**src/design/tdpb_pkg.sv**
```systemverilog
package tdpb_pkg;

  localparam int ARR_W  = 32;
  localparam int PROC_W = 16;
  localparam int SIZE_W = 11;
  localparam int TIME_W = 48;

  localparam logic [SIZE_W-1:0] SIZE_RST = 11'd1024;
  localparam logic [TIME_W-1:0] TIME_MAX = {TIME_W{1'b1}};

  typedef logic [TIME_W-1:0] stamp_t;

  typedef struct packed {
    logic shift;
    logic load;
  } cell_ctl_t;

endpackage

```
**src/design/tdpb_cell.sv**
```systemverilog
module tdpb_cell (
  input  logic                clk,
  input  tdpb_pkg::cell_ctl_t ctl,
  input  logic                sel,
  input  tdpb_pkg::stamp_t    load_data,
  input  tdpb_pkg::stamp_t    right_data,
  output tdpb_pkg::stamp_t    q
);

  tdpb_pkg::stamp_t data_r;
  tdpb_pkg::stamp_t data_nxt;

  always_comb begin
    data_nxt = data_r;
    if (ctl.shift) begin
      data_nxt = right_data;
    end else if (ctl.load && sel) begin
      data_nxt = load_data;
    end
  end

  always_ff @(posedge clk) begin
    data_r <= data_nxt;
  end

  assign q = data_r;

endmodule

```
**config.mk**
```make
export PLATFORM = sky130hd
export DESIGN_NAME = tdpb_cell
export DESIGN_NICKNAME = d
export VERILOG_FILES = /design/src/design/tdpb_pkg.sv /design/src/design/tdpb_cell.sv
export SDC_FILE = /design/constraint.sdc
export NUM_CORES = 1
export LEC_CHECK = 0
export BUFFER_PORTS_ARGS = -buffer_cell sky130_fd_sc_hd__buf_2
export CAP_MARGIN = 20
export CORE_MARGIN = 10
export CORE_UTILIZATION = 44
export CTS_CLUSTER_SIZE = 16
export DETAILED_ROUTE_END_ITERATION = 8
export PLACE_DENSITY = 0.86
export REMOVE_ABC_BUFFERS = 1
export SYNTH_ARGS = -nofsm -noshare
export SYNTH_HDL_FRONTEND = slang
export SYNTH_SLANG_ARGS = --single-unit
export TNS_END_PERCENT = 5
```
**constraint.sdc**
```tcl
create_clock -name clk -period 4.07 [get_ports clk]
set_input_delay 1.221 -clock clk [delete_from_list [all_inputs] [get_ports clk]]
set_output_delay 1.221 -clock clk [all_outputs]
set_load 0.005 [all_outputs]
```
======== Yosys cells after proc, flatten, opt, wreduce, memory -nomap -nowiden ========
Cells that the tools add are included.
storage, ports and cells
  output and inout port bits .............. 48
  register bits after elaboration ......... 48
  bits of input ports ..................... 100
operators by class
  reduce and logical (&&, ||, !) cells .... 2
  mux-type cells .......................... 2
operators by type and width
  kind                number
  48-bit 2-to-1 mux   2
  2-bit nonzero test  1
  1-bit logical AND   1

======== Longest topological paths before layout ========
  depth after elaboration ................. 3
  gate-level depth with buffers ........... 3
  gate-level depth less buffers ........... 1

======== Least setup slack after synthesis ========
OpenSTA, ideal clock, no wires.
  kind .................................... input-to-reg
  from .................................... input port ctl[1] in the netlist's numbering
  to ...................................... register data_r[0], in the netlist q[0], enable pin
  path buffers ............................ 2
  data required time ...................... 3,666 ps
  arrival time ............................ 2,523 ps
  stages on the path ...................... 3
  setup slack ............................. 1,143 ps
  cells stage by stage .................... buf_6 buf_6 a21o_1
between the ends
  word-level cells in the longest chain between the ends .. 1
ends and longest elaborated chain
  what                                 RTL line         RTL
  start: declaration                   tdpb_cell.sv:3   input tdpb_pkg::cell_ctl_t ctl,
  2-bit nonzero test (no source line)  -
  end signal: assignment               tdpb_cell.sv:23  data_r <= data_nxt;
  end: declaration                     tdpb_cell.sv:10  tdpb_pkg::stamp_t data_r;
Every way passes these cells.
A chain may end at the register's enable or synchronous reset.

======== Worst setup path after layout ========
  from .................................... input port ctl[1] in the netlist's numbering
  to ...................................... register data_r[8], in the netlist q[8], enable pin
Same word-level chain as after synthesis.

==> out/qor.txt <==
clock sink count: 48
antenna violations before repair: 0
Starting Density: 0.4654
CP cell instances: buf_2 -> a21o_2 -> buf_12
Max FO, Critical Path: 27
core region area: 4444 µm²
max reg flops: 48
Placed Area: 2853 µm²
RSZ-0062 raised after global routing: false
Placed Instances: 298
Final ANT Viol Nets: 0
synth cell count leaders: edfxtp_1, mux2_2, mux2_4, buf_4, buf_6
row count: 24
Critical Path Source: ctl[1]
first-pass GRT wire length: 8542 µm
Crit path required time: 4.06 ns
area share of the leading cell type in the synthesized netlist: 0.6969
Reg area: 1441 µm²
fmax: 407.2 MHz
Primary FF master, synth: edfxtp_1
maximum VDD drop: 0.1782 mV
status: complete, no violations
pin count of the biggest net entering global routing: 28
fin area: 2952 µm²
Final nets: 353
CP top delay family: buffers and inverters
Slew Limit Fails: 0
post-synthesis cell count: 102
Ant. Diodes: 0
setup_tns: 0 ns
arrival time at the worst endpoint: 2.45 ns
clk slew on worst S/H paths: 0.08 ns
H-tree depth: 2
Syn-to-layout area delta: 42.71%
Synth cell types: 6
non-filler instance count after layout: 304
startpoint types: input port
drt first-iter violations: 61
Tmin final: 2.456 ns
area taken by multi-input logic gates: 583.1 µm²
CTS root buf: clkbuf_8
register area share after synthesis: 0.6969
Hold Buf Count CTS: 0
WHS Endpoint: q[43]
flops & latches, synth: 48
CTS Buffer Depth: 2
Setup Fix Bufs, Post-CTS: 0
grt ovf: 0
final hold violations: 0
Hold Crit Class: in2reg
CP max stage cell: a21o_2
Pwr Density: 380.8 nW/µm²
Hold Startpoint: right_data[43]
Crit path largest cell delay: 0.51 ns
top area cells in the synthesized netlist: edfxtp_1, mux2_2, mux2_4, buf_4, buf_6
CTS tree: yes
Detailed Routing Iterations Pass 1: 4
leading area contributor after synthesis: edfxtp_1
relative slew slack: 0.6261
routability cong.: 0.7774
# DRC: 0
Tcrit/Tclk final: 0.6033
Netlist Area Pre-Place: 2068 µm²
Routed WL: 6146 µm
Tot GR Track Use: 0.1446
DIE AREA: 7843 µm²
# resized after CTS: 0
CP Class: in2reg
die height: 88.56 µm
asr flop ratio synth: 0
CP Capture Type: flop
IO Pins: 148
per-cell routed wire length: 20.22 µm
max-cap violations: 0
crit path buf inv count: 2
fillcell total: 323
Setup violations, final: 0
vias in the first global route: 1589
Post-synth EDFFs: 48
syn_area_per_cell: 20.28 µm²
die span in x: 88.56 µm
Least-Margin Pin Slew: 0.5609 ns
Leakage: 1.354 nW
Vias: 1459
YS warnings: 0
TritonCTS buffer count: 5
quantity of I/O buffers inserted on ports: 147
most numerous cell in the Yosys netlist: edfxtp_1
layout cells sized above 1: 0.8095
Hold Path Depth: 2
vias per inst: 4.799
[cells in the final DEF (no fill, tap or decap)]
master and n:
mux2_4 9, buf_4 1, a21o_2 1, buf_12 1, edfxtp_1 48, bufinv_16 1
clkbuf_8 5, buf_2 147, mux2_2 39
[worst max path at each step]
stage           end  cells after the start
3_5_place_dp   q[3]                      3
2_1_floorplan  q[0]                      1
3_3_place_gp   q[3]                      3
6_report       q[8]                      3
5_1_grt        q[8]                      3
4_1_cts        q[7]                      3
[through the flow]
step | util | setup WS, ns | hold WS (ns) | total power [mW]
final | 0.6641 | 1.614 | 1.224 | 1.124
after global routing | 0.6641 | 1.500 | 1.204 | 1.180
after floorplan | - | 1.415 | 1.438 | 0.6959
after global placement | 0.6419 | 1.310 | 1.522 | 0.8199
after detailed placement | 0.6419 | 1.270 | 1.525 | 0.8258
after CTS | 0.6641 | 1.589 | 1.215 | 1.141
[per-layer routing]
layer	part of all wire	global-route usage	wire length [µm]	vias to the layer above
met1	0.33	0.1346	2018	661
met5	0	0	0	-
li1	-	-	-	702
met3	0.14	0.07996	847	5
met4	0.011	0.04405	68	0
met2	0.52	0.2646	3211	91
[report_power, final]
part / internal [mW] / switching, mW / leakage [nW] / total, mW
logic: 0.109 / 0.0788 / 0.825 / 0.187
clock network: 0.176 / 0.138 / 0.0501 / 0.314
registers: 0.609 / 0.0129 / 0.479 / 0.622
[cells by family after synthesis]
kind of cell / count (synthesis) / share of synthesized area
multiplexers: 48 / 0.2777
flip-flops: 48 / 0.6969
AO/OA/AOI/OAI: 1 / 0.003631
buffers and inverters: 5 / 0.02178
[layout make-up]
class                           instances  area share
Sequential cell                        48      0.4883
Timing Repair Buffer                  149      0.2586
Multi-Input combinational cell         49      0.1975
Clock buffer                            5     0.02331
Tap cell                               52     0.02204
Clock inverter                          1     0.01017
(Power assumes the default switching activity.)
