--- config.mk ---
export PLATFORM = sky130hd
export DESIGN_NAME = tdpb_ctrl
export DESIGN_NICKNAME = d
export VERILOG_FILES = /design/src/design/tdpb_pkg.sv /design/src/design/tdpb_ctrl.sv
export SDC_FILE = /design/constraint.sdc
export NUM_CORES = 1
export LEC_CHECK = 0
export BUFFER_PORTS_ARGS = -buffer_cell sky130_fd_sc_hd__buf_2
export CORE_UTILIZATION = 37
export CTS_CLUSTER_SIZE = 28
export DETAILED_ROUTE_END_ITERATION = 6
export PLACE_DENSITY = 0.69
export RECOVER_POWER = 100
export SLEW_MARGIN = 20
export SYNTH_ARGS = -nofsm -noshare
export SYNTH_HDL_FRONTEND = slang
export SYNTH_SLANG_ARGS = --single-unit
--- constraint.sdc ---
create_clock -name clk -period 6.9 [get_ports clk]
set_input_delay 1.035 -clock clk [delete_from_list [all_inputs] [get_ports clk]]
set_output_delay 1.035 -clock clk [all_outputs]
set_load 0.02 [all_outputs]
--- src/design/tdpb_pkg.sv ---
package tdpb_pkg;

  localparam int ARR_W  = 32;
  localparam int PROC_W = 16;
  localparam int SIZE_W = 11;
  localparam int TIME_W = 48;

  localparam logic [SIZE_W-1:0] SIZE_RST = 11'd1024;
  localparam logic [TIME_W-1:0] TIME_MAX = {TIME_W{1'b1}};

  typedef logic [TIME_W-1:0] stamp_t;

  typedef struct packed {
    logic shift;
    logic load;
  } cell_ctl_t;

endpackage

--- src/design/tdpb_ctrl.sv ---
module tdpb_ctrl #(
  parameter int DEPTH = 1024,
  parameter int CNT_W = 11,
  parameter int IDX_W = 10
) (
  input  logic                          clk,
  input  logic                          rst_n,
  input  logic                          start,
  output logic                          busy,
  input  logic [tdpb_pkg::ARR_W-1:0]    arrive_tick,
  input  logic [tdpb_pkg::PROC_W-1:0]   work_ticks,
  input  logic                          cfg_we,
  input  logic [tdpb_pkg::SIZE_W-1:0]   cfg_data,
  input  tdpb_pkg::stamp_t              head_q,
  output tdpb_pkg::cell_ctl_t           cell_ctl,
  output logic [IDX_W-1:0]              load_idx,
  output tdpb_pkg::stamp_t              load_data,
  output logic                          out_valid,
  output logic                          out_dropped,
  output tdpb_pkg::stamp_t              out_begin_tick
);

  localparam int CMP_W = (CNT_W > tdpb_pkg::SIZE_W) ? CNT_W : tdpb_pkg::SIZE_W;

  localparam logic ST_IDLE   = 1'b0;
  localparam logic ST_RETIRE = 1'b1;

  logic                          state_r, state_nxt;
  logic [CNT_W-1:0]              count_r, count_nxt;
  logic [tdpb_pkg::SIZE_W-1:0]   size_r, size_nxt;
  logic [tdpb_pkg::ARR_W-1:0]    arr_r;
  logic [tdpb_pkg::PROC_W-1:0]   proc_r;
  tdpb_pkg::stamp_t              last_r;
  logic                          valid_r;
  logic                          dropped_r;
  tdpb_pkg::stamp_t              start_r;

  logic                          accept;
  logic                          retire;
  logic                          decide;
  logic                          empty;
  logic                          room;
  logic                          take;
  tdpb_pkg::stamp_t              start_sel;
  logic [tdpb_pkg::TIME_W:0]     sum;
  tdpb_pkg::stamp_t              fin;

  always_comb begin
    accept    = start && (state_r == ST_IDLE);
    empty     = (count_r == '0);
    retire    = (state_r == ST_RETIRE) && !empty &&
                (head_q <= tdpb_pkg::TIME_W'(arr_r));
    decide    = (state_r == ST_RETIRE) && !retire;
    room      = (CMP_W'(count_r) < CMP_W'(size_r)) && (count_r != CNT_W'(DEPTH));
    take      = decide && (empty || room);
    start_sel = empty ? tdpb_pkg::TIME_W'(arr_r) : last_r;
    sum       = {1'b0, start_sel} + (tdpb_pkg::TIME_W + 1)'(proc_r);
    fin       = sum[tdpb_pkg::TIME_W] ? tdpb_pkg::TIME_MAX : sum[tdpb_pkg::TIME_W-1:0];

    state_nxt = state_r;
    case (state_r)
      ST_IDLE: begin
        if (accept) begin
          state_nxt = ST_RETIRE;
        end
      end
      ST_RETIRE: begin
        if (decide) begin
          state_nxt = ST_IDLE;
        end
      end
      default: state_nxt = ST_IDLE;
    endcase

    count_nxt = count_r;
    if (retire) begin
      count_nxt = count_r - CNT_W'(1);
    end else if (take) begin
      count_nxt = count_r + CNT_W'(1);
    end

    size_nxt = cfg_we ? cfg_data : size_r;
  end

  always_ff @(posedge clk) begin
    if (!rst_n) begin
      state_r <= ST_IDLE;
      count_r <= '0;
      size_r  <= tdpb_pkg::SIZE_RST;
      valid_r <= 1'b0;
    end else begin
      state_r <= state_nxt;
      count_r <= count_nxt;
      size_r  <= size_nxt;
      valid_r <= decide;
    end
  end

  always_ff @(posedge clk) begin
    if (accept) begin
      arr_r  <= arrive_tick;
      proc_r <= work_ticks;
    end
    if (take) begin
      last_r <= fin;
    end
    if (decide) begin
      dropped_r <= !take;
      start_r   <= take ? start_sel : '0;
    end
  end

  assign busy           = (state_r != ST_IDLE);
  assign cell_ctl.shift = retire;
  assign cell_ctl.load  = take;
  assign load_idx       = count_r[IDX_W-1:0];
  assign load_data      = fin;
  assign out_valid      = valid_r;
  assign out_dropped    = dropped_r;
  assign out_begin_tick = start_r;

endmodule

**Yosys cells after proc, flatten, opt, wreduce, memory -nomap -nowiden**

Cells that the tools add are included.

- Output and inout bits: 111
- Bits in registers: 169
- Input bits: 111

- Add/subtract/negate cells: 3
- Multiplexer cells: 7
- Reductions and logical operators: 12
- Order comparisons: 2
- Equality and inequality tests: 1
- Bitwise logic cells: 1

Operators by type and width:

| operator | number |
|---|---|
| 2-to-1 mux 48 bit | 2 |
| adder 48 x 16 -> 49 bit | 1 |
| <= comparator 48 x 32 -> 1 bit | 1 |
| 2-to-1 mux 11 bit | 2 |
| adder 11 x 1 -> 11 bit, second input constant | 1 |
| zero test 11 bit | 1 |
| < comparator 11 bit | 1 |
| inequality test 11 bit, second input constant | 1 |
| subtractor 11 x 1 -> 11 bit, second input constant | 1 |
| logical AND 1 bit | 6 |
| zero test 1 bit | 3 |
| 2-to-1 mux 1 bit | 2 |
| one-hot mux 1 bit (2 select lines) | 1 |
| nonzero test 2 bit | 1 |
| logical OR 1 bit | 1 |
| NOT 1 bit | 1 |

**Depth between registers and ports, before layout**

Gate-level depths: netlist (run 1).

- Word-level depth: 9
- Depth in mapped cells: 22
- Gate-level depth less buffers: 16

**Least setup slack after synthesis (run 1)**

Ideal clock, no wire load.

- Path kind: reg2out
- From: register count_r[4]
- To: output port load_data[46]
- Arrival time: 4.783 ns
- Cell stages (with the launch flop): 19
- Slack: 1.082 ns
- Buffers on the path: 6
- Cell sequence: dfxtp_1 -> or4_1 -> buf_2 -> or4_4 -> buf_6 -> buf_6 -> clkbuf_1 -> clkbuf_1 -> nor2_1 -> a21oi_1 -> fa_1 -> nand2b_1 -> a21oi_1 -> o21ai_0 -> o211a_1 -> clkbuf_1 -> nor3_4 -> a41oi_1 -> a311oi_1

- Longest elaborated chain between the ends: 4

Ends and longest elaborated chain:

| item | line | text |
|---|---|---|
| start, declared | tdpb_ctrl.sv:29 | `logic [CNT_W-1:0] count_r, count_nxt;` |
| start signal, assigned | tdpb_ctrl.sv:93 | `count_r <= count_nxt;` |
| zero test 11 bit | tdpb_ctrl.sv:50 | `empty = (count_r == '0);` |
| 2-to-1 mux 48 bit | tdpb_ctrl.sv:56 | `start_sel = empty ? tdpb_pkg::TIME_W'(arr_r) : last_r;` |
| adder 48 x 16 -> 49 bit | tdpb_ctrl.sv:57 | `sum = {1'b0, start_sel} + (tdpb_pkg::TIME_W + 1)'(proc_r);` |
| 2-to-1 mux 48 bit | tdpb_ctrl.sv:58 | `fin = sum[tdpb_pkg::TIME_W] ? tdpb_pkg::TIME_MAX : sum[tdpb_pkg::TIME_W-1:0];` |
| end, declared | tdpb_ctrl.sv:17 | `output tdpb_pkg::stamp_t load_data,` |

Every way passes these cells.

**Worst setup path in the final report (run 1)**

- From: register count_r[4]
- To: output port load_data[6]

The elaborated chain is that of the path after synthesis.

==> impl_results.md, run 1 <==
* Clock Sinks at 169
* Via count at 7992
* Setup Fix Bufs, Post-CTS at 0
* Ys flop type: edfxtp_1
* CTS tree: built
* Crit Path Class: register to output pin
* Skew-Pair Late Insertion Delay at 0.44 ns
* Max-cap violation count at 3
* Post-DR vias/cell at 5.35
* Worst relative slew slack at -107%
* HP Class: register to register
* Worst path top cell family by delay: simple AND/OR/NAND/NOR gates
* Top cell type's share of synthesized area at 44.3%
* Fill cells at 2512
* Main area contributors after synthesis: edfxtp_1 (44%), ha_1 (8.5%), dfxtp_1 (4.9%), nand2_1 (4.0%), a21oi_1 (2.7%)
* Cell area after synthesis at 9830 sq um
* Outcome: finished, violations left
* Core footprint at 26100 sq um
* Site Rows at 59
* Register area share after synthesis at 49.2%
* Worst-path cell chain: or4_1 -> or4_4 -> nor2_1 -> a21oi_1 -> fa_1 -> nand2b_1 -> a21oi_1 -> o21ai_0 -> o211a_1 -> nor3_4 -> nand2_2 -> o21ai_0 -> clkbuf_1
* Mean Syn Cell Area at 10.5 sq um
* Crit Path Max Fanout at 32
* Final period util at 93.3%
* Pleak at 4.80 nW
* DRT iter0 DRCs at 764
* First-pass GRT wire length at 42.5 mm
* Fmax at 0.155 GHz
* Final setup fails at 0
* Crit path capture type: output pin
* DIE WIDTH at 165 um
* Setup Skew at 0.0154 ns
* Netlist cell types at 70
* Gr usage total at 21.0%
* Hpwl dp at 20.7 mm
* RSZ-0062 raised after global routing: false
* Gr ovfl total at 0
* H-Tree Depth at 4
* EDFF count, synth at 145
* Synth Net Count at 1119
* Largest family of logic cells by synthesized area: simple AND/OR/NAND/NOR gates
* Synth Register Bits at 169
* DRC viols at 0
* Post-Synth Adder-Cell Area at 8.93%
* Post-DP Area at 11200 sq um
* Buf/Inv on CP at 1
* Min Clock Period, post-route at 6.44 ns
* Critical path's slowest cell: or4_4
* Hold Buf Count CTS at 0
* Simple logic cell fraction of the synthesized area at 18.6%
* Final setup TNS at 0 ns
* Placer congestion estimate at 0.924
* Maximum vdd drop at 0.216 mV
* Clk slew on worst S/H paths at 0.07 ns
* Violated checks: capacitance limit, slew limit
* Max Slew Vio Count at 137
* Crit path largest cell delay at 0.72 ns
* CP arrival at 5.40 ns
* CTS Root Cell: clkbuf_16
* CTS Buffer Depth at 2
* CP startpoint kind: register
* Non-Filler Cell Area, Final at 11600 sq um
* Avg WL per Cell at 18.8 um
* Synth Area in Compound Gates at 11.1%
* Ys async rst share at 0%
* Synth warnings at 0
* Routed Antenna Nets at 0
* Pin count of the biggest net entering global routing at 74
* Hold Vio Cnt, Final at 0
* Dominant cell type by area after synthesis: edfxtp_1
* Worst Tran Pin Value at 3.11 ns
* Initial antenna violation count at 4
* Area grow syn2layout at 18.5%
* Final Net Count at 1321
* Pre-antenna DRT Iters at 5
* Vias in the first global route at 7656
* Share of cells above drive strength 1 at 14.2%
* CP required at 5.86 ns
* PD cells at 315 nW/um^2
* Initial Utilization at 37.7%
* Die area at 27200 sq um
* Input/output buffers at 221
* Die height at 165 um
* Io pins at 222
* Routed wire length at 28.0 mm
* Mapped Cells at 939
* Multiplexer share of the synthesized area at 3.51%
* Cts repair resizes at 0
* Cts bufs inserted at 17
* Post-synthesis xor/xnor area fraction at 3.65%
==> path summary, 6_finish.rpt <==
kind,start,cells after the start,slack [ns],end
max,count_r[4]$_SDFFE_PN0P_,13,0.46,load_data[6]
min,size_r[6]$_SDFFE_PN0P_,2,0.50,size_r[6]$_SDFFE_PN0P_
max reg2reg,arr_r[30]$_DFFE_PP_,13,0.72,out_begin_tick[44]$_SDFFCE_PN0P_
min reg2reg,size_r[6]$_SDFFE_PN0P_,2,0.50,size_r[6]$_SDFFE_PN0P_
==> kinds of logic after synthesis <==
logic type,after synthesis
buffers and inverters,110
xor gates and xnor gates,41
AOI/OAI and AO/OA,168
DFF,169
muxes,32
and+or+nand+nor,350
adders and majority gates,69
==> registers in the layout, summed over array words and instances, names as in the netlist <==
signal and flops:
busy 1, size_r 11, arr_r 32, last_r 48, out_begin_tick 48, out_valid 1, proc_r 16, out_dropped 1
count_r 11
==> stage by stage <==
stage	std cells	total power [mW]	util (%)	setup WS [ns]	hold slack, ns
5_1_grt	1490	3.86	44.7	0.0615	0.523
3_3_place_gp	1457	2.66	42.9	1.09	0.479
6_report	1493	3.67	44.7	0.463	0.497
3_5_place_dp	1457	2.67	42.9	0.965	0.487
4_1_cts	1489	3.72	45.3	0.461	0.503
2_1_floorplan	939	2.25	-	1.08	0.460
==> tightest hold or removal path, stage by stage, from the launching register on <==
cell     delay, ns
dfxtp_1       0.33
mux2i_1       0.06
nor2_1        0.07
==> final cells by class <==
| cell class | instances | area, sq um | area share [%] |
|---|---|---|---|
| flip-flops and latches | 169 | 4830 | 41.5 |
| multi-input cells | 660 | 4520 | 38.8 |
| repair buffers | 230 | 1010 | 8.66 |
| clock buffers | 17 | 425 | 3.65 |
| well taps | 335 | 419 | 3.60 |
| inverters | 63 | 236 | 2.03 |
| clock inverters | 15 | 196 | 1.69 |
| diodes | 4 | 10.0 | 0.0859 |
==> power breakdown <==
group,internal (mW),switching (mW),total (mW)
Clock,0.607,0.422,1.03
Sequential,1.28,0.0731,1.36
Combinational,0.391,0.891,1.28
==> cells in the mapped netlist, types with 8 or more instances <==
master and number:
nor2_1 63, xnor2_1 15, mux2i_1 23, buf_4 13, a21oi_1 53, nand2_1 104
nand2b_1 10, edfxtp_1 145, xor2_1 26, clkbuf_1 25, nor2b_1 8, and3_1 36
nand4_1 21, a21o_1 10, nor3_1 21, nand3_1 29, nor4_1 9, dfxtp_1 24
o21ai_0 41, ha_1 67, inv_1 62
==> layer usage <==
metal	share of wire [%]	track usage, %
met5	0.039	0
met4	1.8	6.26
met3	8.0	4.60
met2	47	34.3
met1	43	27.5
==> cells in the final DEF (no fill, tap or decap), types with 9 or more instances in the layout <==
master | netlist | layout
clkbuf_1 | 25 | 122
mux2i_1 | 23 | 23
clkbuf_16 | 0 | 17
dfxtp_1 | 24 | 24
ha_1 | 67 | 67
nand2_1 | 104 | 104
a21oi_1 | 53 | 53
and3_1 | 36 | 36
o21ai_0 | 41 | 45
nand4_1 | 21 | 21
nand3_1 | 29 | 29
buf_2 | 3 | 100
xnor2_1 | 15 | 15
nor2_1 | 63 | 63
nor3_1 | 21 | 21
edfxtp_1 | 145 | 145
inv_1 | 62 | 61
nand2b_1 | 10 | 10
nor4_1 | 9 | 9
xor2_1 | 26 | 26
a21o_1 | 10 | 10
Note: power is estimated with default switching activity, not from simulation.
==> run 2: changes to the inputs <==
Settings changed: CORE_UTILIZATION 37 to 50, MAX_ROUTING_LAYER from default to met4, PLACE_DENSITY 0.69 to 0.86, RECOVER_POWER 100 to 25.
==> impl_results.md, run 2 (same netlist as run 1, synthesis figures left out) <==
* Outcome: finished, violations left
* Violated checks: capacitance limit, slew limit
* Crit Path Max Fanout at 58
* Crit path capture type: output pin
* DRT iter0 DRCs at 739
* PD cells at 305 nW/um^2
* Worst-path cell chain: or4_1 -> or4_4 -> nor2_1 -> a21oi_1 -> fa_1 -> nand2b_1 -> a21oi_1 -> o21ai_0 -> o211a_1 -> nor3_4 -> nand2_2 -> o21ai_0 -> buf_2
* Final Net Count at 1321
* Max Slew Vio Count at 50
* Worst relative slew slack at -101%
* H-Tree Depth at 4
* Pre-antenna DRT Iters at 5
* Final setup fails at 0
* Clock Sinks at 169
* Clk slew on worst S/H paths at 0.07 ns
* Sw power at 1.37 mW
* Hold Vio Cnt, Final at 0
* CTS tree: built
* Buf/Inv on CP at 1
* Area grow syn2layout at 18.1%
* Max-cap violation count at 1
* Cts bufs inserted at 17
* Leading cell types in the layout, fill and taps excluded: buf_2 (215), edfxtp_1 (145), nand2_1 (104), ha_1 (67), nor2_1 (63)
* RSZ-0062 raised after global routing: false
* DIE WIDTH at 142 um
* Routed wire length at 27.1 mm
* Core footprint at 19000 sq um
* Final WS setup at 0.342 ns
* Worst path top cell family by delay: simple AND/OR/NAND/NOR gates
* Fill cells at 1571
* Reg2reg end: last_r[6]$_DFFE_PP_
* Maximum vdd drop at 0.314 mV
* Initial Utilization at 51.7%
* Hold Startpoint: size_r[1]$_SDFFE_PN0P_
* Placer congestion estimate at 0.955
* HP Class: register to register
* Commonest non-fill, non-tap cell in the layout: buf_2
* Initial antenna violation count at 3
* Post-DR vias/cell at 5.79
* Share of cells above drive strength 1 at 24.3%
* Footprint of the multi-input gates at 4520 sq um
* Hold Buf Count CTS at 0
* Pin count of the biggest net entering global routing at 62
* Io pins at 222
* Via count at 8202
* Input/output buffers at 221
* Avg WL per Cell at 19.1 um
* Die height at 142 um
* CP required at 5.86 ns
* Flop-to-flop setup slack at 1.77 ns
* Crit Path Class: register to output pin
* Die area at 20200 sq um
* Worst R2R Start: count_r[4]$_SDFFE_PN0P_
* Dpl ws at 0.847 ns
* CP arrival at 5.52 ns
* Critical path's slowest cell: or4_4
* First-pass GRT wire length at 41.2 mm
* Vias in the first global route at 7761
* Fmax at 0.152 GHz
* Sw frac at 38.6%
* Pleak at 5.12 nW
* Final period util at 95.0%
* Routed Antenna Nets at 0
* Storage element area at 4830 sq um
* Min Clock Period, post-route at 6.56 ns
* Crit path largest cell delay at 0.81 ns
* Gr ovfl total at 0
* Clock network power share at 24.8%
* Cell count of the worst reg-to-reg path at 12
* CP startpoint kind: register
* Gr usage total at 28.0%
* Power share of the combinational group at 37.0%
* Setup Fix Bufs, Post-CTS at 0
* Setup Skew at 0.0164 ns
* Hpwl dp at 19.8 mm
* DRC viols at 0
* Worst Tran Pin Value at 3.01 ns
* CTS Root Cell: clkbuf_16
* CTS Buffer Depth at 2
* Cts repair resizes at 0
* Worst Hold Path EP: size_r[1]$_SDFFE_PN0P_
* Final setup TNS at 0 ns
* Seq pwr share at 38.2%
* Hold path cells at 2
* Site Rows at 50
* Skew-Pair Late Insertion Delay at 0.44 ns
* Internal power at 2.18 mW
[run 2: cell types whose count changed in the layout (fill, tap and decap cells not counted), sizes merged]
| cell | change |
|---|---|
| buf | +119 |
| clkinv | -1 |
| diode | -1 |
| inv | +2 |
| clkbuf | -117 |
| bufinv | -4 |
| clkinvlp | +1 |
[run 2: final cells by class]
cell class / instances / share of cell area (%)
Timing Repair Buffer: 230 / 10.0
Inverter: 63 / 2.04
Clock inverter: 13 / 0.808
Sequential cell: 169 / 41.6
Antenna cell: 3 / 0.0646
Tap cell: 260 / 2.80
Multi-Input combinational cell: 660 / 38.9
Clock buffer: 19 / 3.73
[run 2: worst register-to-register path, delay by kind of cell, from the launching register on]
kind                       cells  cell delay (ns)
DFF                            1             0.35
adders and majority gates      1             0.39
and+or+nand+nor                5             2.37
AOI/OAI and AO/OA              6             1.71
[run 2: stage by stage]
stage | cells | hold slack, ns | power (mW) | utilization [%] | cell area [sq um]
4_1_cts | 1414 | 0.508 | 3.55 | 61.1 | 11600
3_5_place_dp | 1382 | 0.489 | 2.66 | 58.3 | 11100
3_3_place_gp | 1382 | 0.475 | 2.63 | 58.3 | 11100
6_report | 1417 | 0.504 | 3.54 | 61.1 | 11600
5_1_grt | 1417 | 0.543 | 3.72 | 61.1 | 11600
2_1_floorplan | 939 | 0.460 | 2.25 | - | 9830
[run 2: power by group through the flow]
stage | Combinational, mW | Sequential, mW | Clock [mW]
finish | 1.31 | 1.36 | 0.879
global route | 1.42 | 1.36 | 0.938
CTS | 1.30 | 1.35 | 0.892
detailed placement | 1.29 | 1.37 | 0
global placement | 1.26 | 1.37 | 0
floorplan | 0.881 | 1.37 | 0
[run 2: layer usage]
metal | track usage, % | wire, um
met3 | 5.52 | 2080
met2 | 45.2 | 12900
met4 | 11.3 | 858
met1 | 34.5 | 11200
met5 | - | 0
[run 2: worst max path at each step]
stage	end	depth (start not counted)	slack (ns)	startpoint
global route	load_data[6]	13	0.06	count_r[4]$_SDFFE_PN0P_
CTS	load_data[6]	13	0.34	count_r[4]$_SDFFE_PN0P_
finish	load_data[6]	13	0.34	count_r[4]$_SDFFE_PN0P_
detailed placement	load_data[6]	13	0.85	count_r[4]$_SDFFE_PN0P_
floorplan	load_data[46]	18	1.08	count_r[4]$_SDFFE_PN0P_
global placement	load_data[15]	13	1.01	count_r[4]$_SDFFE_PN0P_
